$ cat config.mk
export PLATFORM = sky130hd
export DESIGN_NAME = vector_softmax
export DESIGN_NICKNAME = d
export VERILOG_FILES = /design/src/vsm_pkg.sv /design/src/vsm_ram.sv /design/src/vsm_exp.sv /design/src/vsm_div.sv /design/src/vector_softmax.sv
export SDC_FILE = /design/constraint.sdc
export NUM_CORES = 2
export LEC_CHECK = 0
export ABC_AREA = 1
export BUFFER_PORTS_ARGS = -buffer_cell sky130_fd_sc_hd__buf_2
export CORE_AREA = 5 5 575 577
export DETAILED_ROUTE_END_ITERATION = 10
export DIE_AREA = 0 0 580 582
export PLACE_DENSITY_LB_ADDON = 0.12
export SYNTH_ARGS = -nofsm -noshare
export SYNTH_HDL_FRONTEND = slang
export SYNTH_HIERARCHICAL = 1
export SYNTH_SLANG_ARGS = --single-unit
$ cat constraint.sdc
create_clock -name clk -period 10.9 [get_ports clk]
set_input_delay 0.545 -clock clk [delete_from_list [all_inputs] [get_ports clk]]
set_output_delay 0.545 -clock clk [all_outputs]
set_load 0.01 [all_outputs]
$ cat src/vsm_pkg.sv
// Package for the vector softmax block: payload types, constants and helpers.
package vsm_pkg;

  localparam int MaxLen = 64;
  localparam int AddrW = 6;
  localparam int CntW = 7;
  localparam int ScoreW = 16;
  localparam int SumW = 40;
  localparam int QuotW = 17;

  typedef struct packed {
    logic signed [15:0] score;
    logic last_in;
  } in_item_t;

  typedef struct packed {
    logic [15:0] probability;
    logic [5:0] position;
    logic last_out;
  } out_item_t;

  typedef enum logic [2:0] {
    S_LOAD,
    S_MAX,
    S_SUM,
    S_EXP,
    S_DIV,
    S_OUT
  } state_t;

  // 65536 * 2^(-j/16), rounded.
  function automatic logic [16:0] pow2_neg(input logic [4:0] j);
    logic [16:0] v;
    begin
      case (j)
        5'd0: v = 17'd65536;
        5'd1: v = 17'd62757;
        5'd2: v = 17'd60097;
        5'd3: v = 17'd57549;
        5'd4: v = 17'd55109;
        5'd5: v = 17'd52773;
        5'd6: v = 17'd50535;
        5'd7: v = 17'd48393;
        5'd8: v = 17'd46341;
        5'd9: v = 17'd44376;
        5'd10: v = 17'd42495;
        5'd11: v = 17'd40693;
        5'd12: v = 17'd38968;
        5'd13: v = 17'd37316;
        5'd14: v = 17'd35734;
        5'd15: v = 17'd34219;
        default: v = 17'd32768;
      endcase
      return v;
    end
  endfunction

endpackage

$ cat src/vsm_ram.sv
// Generic single-port-write, single-port-read RAM with registered read data.
module vsm_ram #(
  parameter int Width = 16,
  parameter int Depth = 64
) (
  input  logic                     clk,
  input  logic                     we,
  input  logic [$clog2(Depth)-1:0] waddr,
  input  logic [Width-1:0]         wdata,
  input  logic [$clog2(Depth)-1:0] raddr,
  output logic [Width-1:0]         rdata
);

  logic [Width-1:0] mem [Depth];

  always_ff @(posedge clk) begin
    if (we) begin
      mem[waddr] <= wdata;
    end
    rdata <= mem[raddr];
  end

endmodule

$ cat src/vsm_exp.sv
// Two-stage exp(-t) unit: scale by log2(e), then table interpolation and shift.
module vsm_exp (
  input  logic        clk,
  input  logic [15:0] t,
  output logic [16:0] e
);

  logic [33:0] prod;
  logic [25:0] y;
  logic [9:0]  k;
  logic [3:0]  s;
  logic [11:0] r;
  logic [16:0] ta;
  logic [16:0] tb;
  logic [28:0] dr;
  logic [16:0] g;

  always_ff @(posedge clk) begin
    y <= 26'(prod >> 8);
  end

  always_comb begin
    prod = {18'd0, t} * 34'd94548;
    k = y[25:16];
    s = y[15:12];
    r = y[11:0];
    ta = vsm_pkg::pow2_neg({1'b0, s});
    tb = vsm_pkg::pow2_neg(5'({1'b0, s} + 5'd1));
    dr = (ta - tb) * r;
    g = ta - 17'(dr >> 12);
  end

  always_ff @(posedge clk) begin
    e <= (k >= 10'd32) ? 17'd0 : (g >> k[4:0]);
  end

endmodule

$ cat src/vsm_div.sv
// Restoring divider: (e * 65536 + sum / 2) / sum, one quotient bit a cycle.
module vsm_div (
  input  logic        clk,
  input  logic        rst,
  input  logic        start,
  input  logic [16:0] e,
  input  logic [39:0] sum,
  output logic        done,
  output logic [15:0] quot
);

  logic [40:0] rem;
  logic [32:0] num;
  logic [16:0] q;
  logic [5:0]  cnt;
  logic        busy;
  logic [40:0] trial;

  assign trial = {rem[39:0], num[32]};

  always_ff @(posedge clk) begin
    if (rst) begin
      busy <= 1'b0;
      done <= 1'b0;
    end else begin
      done <= busy && (cnt == 6'd1);
      if (start) begin
        busy <= 1'b1;
        cnt <= 6'd33;
        rem <= '0;
        q <= '0;
        num <= {e, 16'd0} + 33'(sum >> 1);
      end else if (busy) begin
        num <= {num[31:0], 1'b0};
        if (trial >= {1'b0, sum}) begin
          rem <= trial - {1'b0, sum};
          q <= {q[15:0], 1'b1};
        end else begin
          rem <= trial;
          q <= {q[15:0], 1'b0};
        end
        cnt <= cnt - 6'd1;
        if (cnt == 6'd1) begin
          busy <= 1'b0;
        end
      end
    end
  end

  // Upper quotient bits beyond 17 are zero since e <= 65536 and sum >= 65536.
  assign quot = q[16] ? 16'hFFFF : q[15:0];

endmodule

$ cat src/vector_softmax.sv
// Top level of the vector softmax block.
// Scores are taken one per cycle into a 64-entry score memory while the block
// is loading; the transfer that carries last_in ends the vector. The block then
// stops taking scores and runs three passes over the memory: a maximum search,
// a sum of exponentials through the two-stage exponential unit, and an emit
// pass in which each element is read again, its exponential recomputed and
// divided by the sum in a bit-serial divider. The maximum search and the sum
// each run at one memory read a cycle. The emit pass handles one element at a
// time: the element is read and its exponential formed, the divider is started
// and produces its 33 quotient bits, and the quotient is held in the output
// register. The divider sets the emit rate. Each probability waits in the
// output register until its transfer completes, and no score is taken until
// the last probability of the vector has gone. Scores beyond 64 are dropped,
// but last_in still ends the vector.
module vector_softmax (
  input  logic               clk,
  input  logic               rst,
  input  logic               in_valid,
  output logic               in_stall,
  input  vsm_pkg::in_item_t  in_data,
  output logic               out_valid,
  input  logic               out_stall,
  output vsm_pkg::out_item_t result
);

  vsm_pkg::state_t state;
  vsm_pkg::state_t state_next;

  logic [vsm_pkg::CntW-1:0]  count;
  logic [vsm_pkg::CntW-1:0]  ridx;    // read address issued
  logic [vsm_pkg::CntW-1:0]  pidx;    // element being processed in emit pass
  logic [2:0]                pipe;    // valid shift for read + exp latency
  logic signed [15:0]        top;
  logic [vsm_pkg::SumW-1:0]  exp_sum;
  logic [15:0]               rdata;
  logic [15:0]               t_in;
  logic [16:0]               e;
  logic                      div_done;
  logic [15:0]               quot;
  logic                      div_start;
  logic                      in_acc;
  logic                      we;
  logic [vsm_pkg::AddrW-1:0] raddr;

  assign in_acc = in_valid && !in_stall;
  assign we = in_acc && (count < vsm_pkg::CntW'(vsm_pkg::MaxLen));
  assign raddr = ridx[vsm_pkg::AddrW-1:0];
  assign t_in = 16'(top - $signed(rdata));

  vsm_ram #(.Width(vsm_pkg::ScoreW), .Depth(vsm_pkg::MaxLen)) u_store (
    .clk   (clk),
    .we    (we),
    .waddr (count[vsm_pkg::AddrW-1:0]),
    .wdata (in_data.score),
    .raddr (raddr),
    .rdata (rdata)
  );

  vsm_exp u_exp (
    .clk (clk),
    .t   (t_in),
    .e   (e)
  );

  vsm_div u_div (
    .clk   (clk),
    .rst   (rst),
    .start (div_start),
    .e     (e),
    .sum   (exp_sum),
    .done  (div_done),
    .quot  (quot)
  );

  // Next-state logic.
  always_comb begin
    state_next = state;
    unique case (state)
      vsm_pkg::S_LOAD: if (in_acc && in_data.last_in) state_next = vsm_pkg::S_MAX;
      vsm_pkg::S_MAX:  if (!pipe[0] && ridx >= count) state_next = vsm_pkg::S_SUM;
      vsm_pkg::S_SUM:  if (pipe == 3'b000 && ridx >= count) state_next = vsm_pkg::S_EXP;
      vsm_pkg::S_EXP:  if (pipe[2]) state_next = vsm_pkg::S_DIV;
      vsm_pkg::S_DIV:  if (div_done) state_next = vsm_pkg::S_OUT;
      vsm_pkg::S_OUT: begin
        if (!out_stall) begin
          state_next = (pidx + 7'd1 >= count) ? vsm_pkg::S_LOAD : vsm_pkg::S_EXP;
        end
      end
      default: state_next = vsm_pkg::S_LOAD;
    endcase
  end

  // Output logic.
  always_comb begin
    in_stall = (state != vsm_pkg::S_LOAD);
    out_valid = (state == vsm_pkg::S_OUT);
    div_start = (state == vsm_pkg::S_EXP) && pipe[2];
  end

  always_ff @(posedge clk) begin
    if (rst) begin
      state <= vsm_pkg::S_LOAD;
      count <= '0;
      ridx <= '0;
      pidx <= '0;
      pipe <= '0;
      exp_sum <= '0;
    end else begin
      state <= state_next;
      unique case (state)
        vsm_pkg::S_LOAD: begin
          // Every pass starts its reads after the last write, the first in the cycle
          // after it, so a read never meets the write of the same entry.
          if (we) count <= count + 7'd1;
          ridx <= '0;
          pipe <= '0;
        end
        vsm_pkg::S_MAX: begin
          // rdata holds entry ridx - 1 whenever pipe[0] is set.
          if (state_next == vsm_pkg::S_SUM) begin
            ridx <= '0;
            pipe <= '0;
            exp_sum <= '0;
          end else begin
            if (pipe[0] && (ridx == 7'd1 || $signed(rdata) > top)) begin
              top <= $signed(rdata);
            end
            pipe <= {2'b00, (ridx < count)};
            if (ridx < count) ridx <= ridx + 7'd1;
          end
        end
        vsm_pkg::S_SUM: begin
          // pipe[0] rdata valid, pipe[1] exp stage 1, pipe[2] exp result.
          if (state_next == vsm_pkg::S_EXP) begin
            ridx <= '0;
            pidx <= '0;
            pipe <= '0;
          end else begin
            if (pipe[2]) exp_sum <= exp_sum + 40'(e);
            pipe <= {pipe[1:0], (ridx < count)};
            if (ridx < count) ridx <= ridx + 7'd1;
          end
        end
        vsm_pkg::S_EXP: begin
          // The read of the element is issued on the first cycle; pipe then tracks the
          // read data and the two exponential stages until the exponential is ready.
          pipe <= {pipe[1:0], (pipe == 3'b000)};
        end
        vsm_pkg::S_DIV: begin
          if (div_done) result.probability <= quot;
          result.position <= pidx[vsm_pkg::AddrW-1:0];
          result.last_out <= (pidx + 7'd1 == count);
        end
        vsm_pkg::S_OUT: begin
          if (!out_stall) begin
            if (pidx + 7'd1 >= count) begin
              count <= '0;
            end else begin
              pidx <= pidx + 7'd1;
              ridx <= ridx + 7'd1;
            end
          end
        end
        default: ;
      endcase
    end
  end

endmodule

==> metrics.md <==
| Metric | Value |
|---|---|
| Crit path max-delay cell type | `o311ai_0` |
| Input/output buffers | `45` |
| Post-route clock period utilization | `0.917` |
| Clock Tree Buf Depth | `4` |
| H-tree levels | `4` |
| Global-route wire length before repair | `369000 um` |
| CTS tree | `done` |
| Min Tclk post-route | `between 10 and 15 ns` |
| HPWL after detailed placement | `roughly 160000 um` |
| Fmax | `100 MHz` |
| Most frequent CP cell | `fa_1` |
| Largest net degree at the start of global routing | `260` |
| Xor/xnor share of the synthesized area | `0.0133` |
| Mean number of vias per cell | `4.38` |
| Critical Path End Type | `register` |
| Row cnt | `between 200 and 250` |
| DIE HEIGHT | `582 um` |
| Fill cell count | `around 35k` |
| Slew HR | `0.135` |
| Final hold violation count | `0` |
| Critical path data required time | `11.57 ns` |
| Drc violations | `0` |
| Num CTS Buffers | `roughly 160` |
| Adder-cell share of the synthesized area | `0.128` |
| Post-synthesis mux area share | `0.000135` |
| Worst Tran Pin Value | `between 1 and 1.5 ns` |
| CP peak stage delay | `between 0.5 and 0.6 ns` |
| Worst Hold Depth | `1` |
| Reg-to-Reg End | `u_exp/e[3]$_SDFF_PP0_` |
| Pre-CTS setup slack | `about 0.31 ns` |
| Die Area | `around 340000 sq um` |
| Main combinational cell family by area after synthesis | `simple AND/OR/NAND/NOR gates` |
| Final setup margin | `between 0.8 and 0.9 ns` |
| Synth Warn # | `6` |
| Ys flop type | `edfxtp_1` |
| Largest fanout on the critical path | `15` |
| Drt wl/cell | `19.8 um` |
| Hold EP | `u_store/mem[15][9]$_DFFE_PP_` |
| Hold_ws | `0.0817 ns` |
| Remaining global-route overflow | `0` |
| Mapped cell area | `approximately 74000 sq um` |
| I/O Pins | `46` |
| Total track usage | `0.143` |
| Hold_sp | `in_data[10]` |
| Complex-gate fraction of the synthesized area | `0.0390` |
| Core area | `326000 sq um` |
| Drt first pass iters | `5` |
| CP startpoint kind | `register` |
| Clock skew | `between 0.06 and 0.07 ns` |
| Synth unique cells | `between 60 and 70` |
| FF-to-FF path depth | `39` |
| R2r setup slk | `0.90 ns` |
| GP Congestion | `0.824` |
| Number of global-route vias before repair | `approximately 55k` |
| Total routed wirelength | `about 250000 um` |
| Clk sinks | `1303` |
| Worst Path Arrival | `around 11 ns` |
| Register area share after synthesis | `0.507` |
| Root Buffer | `clkbuf_16` |
| Initial Util | `0.228` |
| P&R area growth vs syn | `13.5%` |
| Hold WC Path Type | `input pin to register` |
| RSZ-0062 raised after global routing | `false` |
| Max_cap viols | `0` |
| Setup Viol. Count Final | `0` |
| Die Width | `about 580 um` |
| Async S/R FF share, synth | `0` |
| Initial antenna violation count | `9` |
| Setup TNS | `0 ns` |
| Syn Inst Count | `approximately 8k` |
| Share of post-route cells with drive strength above 1 | `0.0719` |
| Reg-to-Reg Start | `u_exp/y[12]$_DFF_P_` |
| Net Count, Synth | `around 8.6k` |
| Slew Viols, Final | `0` |
| Register bit total from synthesis | `~1.3k` |
| Post-synth EDFFs | `roughly 1.2k` |
| Via count | `between 50k and 60k` |
| Simple logic cell fraction of the synthesized area | `0.244` |
| Remaining antenna violation count | `0` |
| Clk slew on worst S/H paths | `approximately 0.060 ns` |
| Syn avg cell area | `between 9 and 10 sq um` |
| Nets | `~8.6k` |
| Outcome | `finished clean` |
| Starting DRC count in detailed routing | `3639` |
| Worst-Skew Late Latency | `0.82 ns` |
| CP Class | `register to register` |
-- worst max-delay path by stage --
stage	startpoint	slack [ns]	cells after the start	end
final	u_exp/y[12]$_DFF_P_	0.90	39	u_exp/e[3]$_SDFF_PP0_
after global routing	u_exp/y[14]$_DFF_P_	0.05	58	u_exp/e[3]$_SDFF_PP0_
after CTS	u_exp/y[13]$_DFF_P_	0.27	50	u_exp/e[0]$_SDFF_PP0_
after detailed placement	u_exp/y[13]$_DFF_P_	0.31	49	u_exp/e[2]$_SDFF_PP0_
after global placement	u_exp/y[12]$_DFF_P_	0.14	51	u_exp/e[2]$_SDFF_PP0_
after floorplan	u_exp/y[12]$_DFF_P_	2.12	49	u_exp/e[2]$_SDFF_PP0_
-- critical path: cells and delay by family (launching register included) --
kind / cells / cell delay [ns]
buf+inv: 5 / 0.71
compound gates: 8 / 1.97
fa+ha+maj: 11 / 4.59
simple gates: 14 / 2.03
flops: 1 / 0.36
xor+xnor: 1 / 0.21
-- cells in the final DEF (no fill, tap or decap), types with 9 or more instances in the layout --
| master | count |
|---|---|
| a21o_1 | 11 |
| a21oi_1 | 223 |
| a31oi_1 | 9 |
| buf_2 | 42 |
| buf_4 | 127 |
| clkbuf_1 | 33 |
| clkbuf_16 | 167 |
| clkinv_1 | 49 |
| clkinv_2 | 25 |
| dfxtp_1 | 137 |
| edfxtp_1 | 1159 |
| fa_1 | 267 |
| ha_1 | 329 |
| inv_1 | 839 |
| inv_2 | 14 |
| nand2_1 | 2453 |
| nand2_2 | 11 |
| nand3_1 | 1115 |
| nand3b_1 | 29 |
| nand4_1 | 38 |
| nor2_1 | 435 |
| nor2_2 | 67 |
| nor3_1 | 35 |
| o211ai_1 | 13 |
| o21a_1 | 12 |
| o21ai_0 | 145 |
| o21ai_1 | 36 |
| o21bai_1 | 19 |
| or2_1 | 9 |
| or2_2 | 34 |
| xnor2_1 | 28 |
| xor2_1 | 82 |
-- state kept, by name, summed over array words and instances (netlist names) --
signal,cells
count,7
exp_sum,40
pidx,7
pipe,3
result,23
ridx,7
state,3
top,16
u_div/busy,1
u_div/cnt,6
u_div/done,1
u_div/num,33
u_div/q,17
u_div/rem,40
u_exp/e,17
u_exp/ta,17
u_exp/y,25
u_store/mem,1024
u_store/rdata,16
-- cell usage after synthesis, drive strengths merged, types with 19 or more instances --
cell type	n	area share
dfxtp	144	0.039
or2	43	0.0036
nand3	1123	0.076
xor2	84	0.010
nand2	2470	0.13
ha	332	0.056
fa	267	0.072
o21bai	19	0.0019
edfxtp	1159	0.47
a21oi	234	0.016
inv	860	0.044
buf	233	0.021
xnor2	28	0.0033
clkbuf	73	0.0037
o21ai	184	0.013
nor3	38	0.0027
nand4	39	0.0034
nor2	509	0.027
nand3b	29	0.0029
-- cell families (layout without fill, tap and decap cells) --
kind of cell,Yosys count,count (layout)
flops,1303,1303
xor+xnor,112,112
buf+inv,1178,1328
compound gates,514,514
simple gates,4268,4268
other cells,0,5
mux,1,1
fa+ha+maj,599,599
-- timing repair --
action	4_1_cts	5_1_grt
gates resized for setup	0	20
setup endpoints to repair	0	17
hold buffers	0	0
buffers inserted	0	7
-- cell type report --
type,count,area (sq um),area share
sequential,1303,37700,0.447
multi-input combinational,5494,31700,0.376
tap,4346,5440,0.0645
clock buffer,208,4410,0.0523
inverter,872,3330,0.0395
timing repair buffer,170,1180,0.0140
clock inverter,78,561,0.00664
antenna,5,12.5,0.000148
-- through the flow --
stage               instance area, sq um  cells   util
floorplan                          74400   7975      -
global placement                   79300  12178  0.243
CTS                                84200  12464  0.259
detailed placement                 79300  12178  0.243
finish                             84400  12476  0.259
global route                       84400  12473  0.259
-- layer usage --
| layer | global-route usage | wire length, um | vias to the layer above | share of wire |
|---|---|---|---|---|
| met4 | 0.0264 | 4280 | 4 | 0.017 |
| met1 | 0.208 | 121000 | 26921 | 0.49 |
| li1 | - | - | 26472 | - |
| met3 | 0.0159 | 9760 | 245 | 0.040 |
| met5 | 0 | 28 | - | 0.00011 |
| met2 | 0.230 | 112000 | 962 | 0.45 |
Power is left out: the tool's default activity adds up to more than one toggle a clock period on the data nets, which glitch-free logic cannot reach.
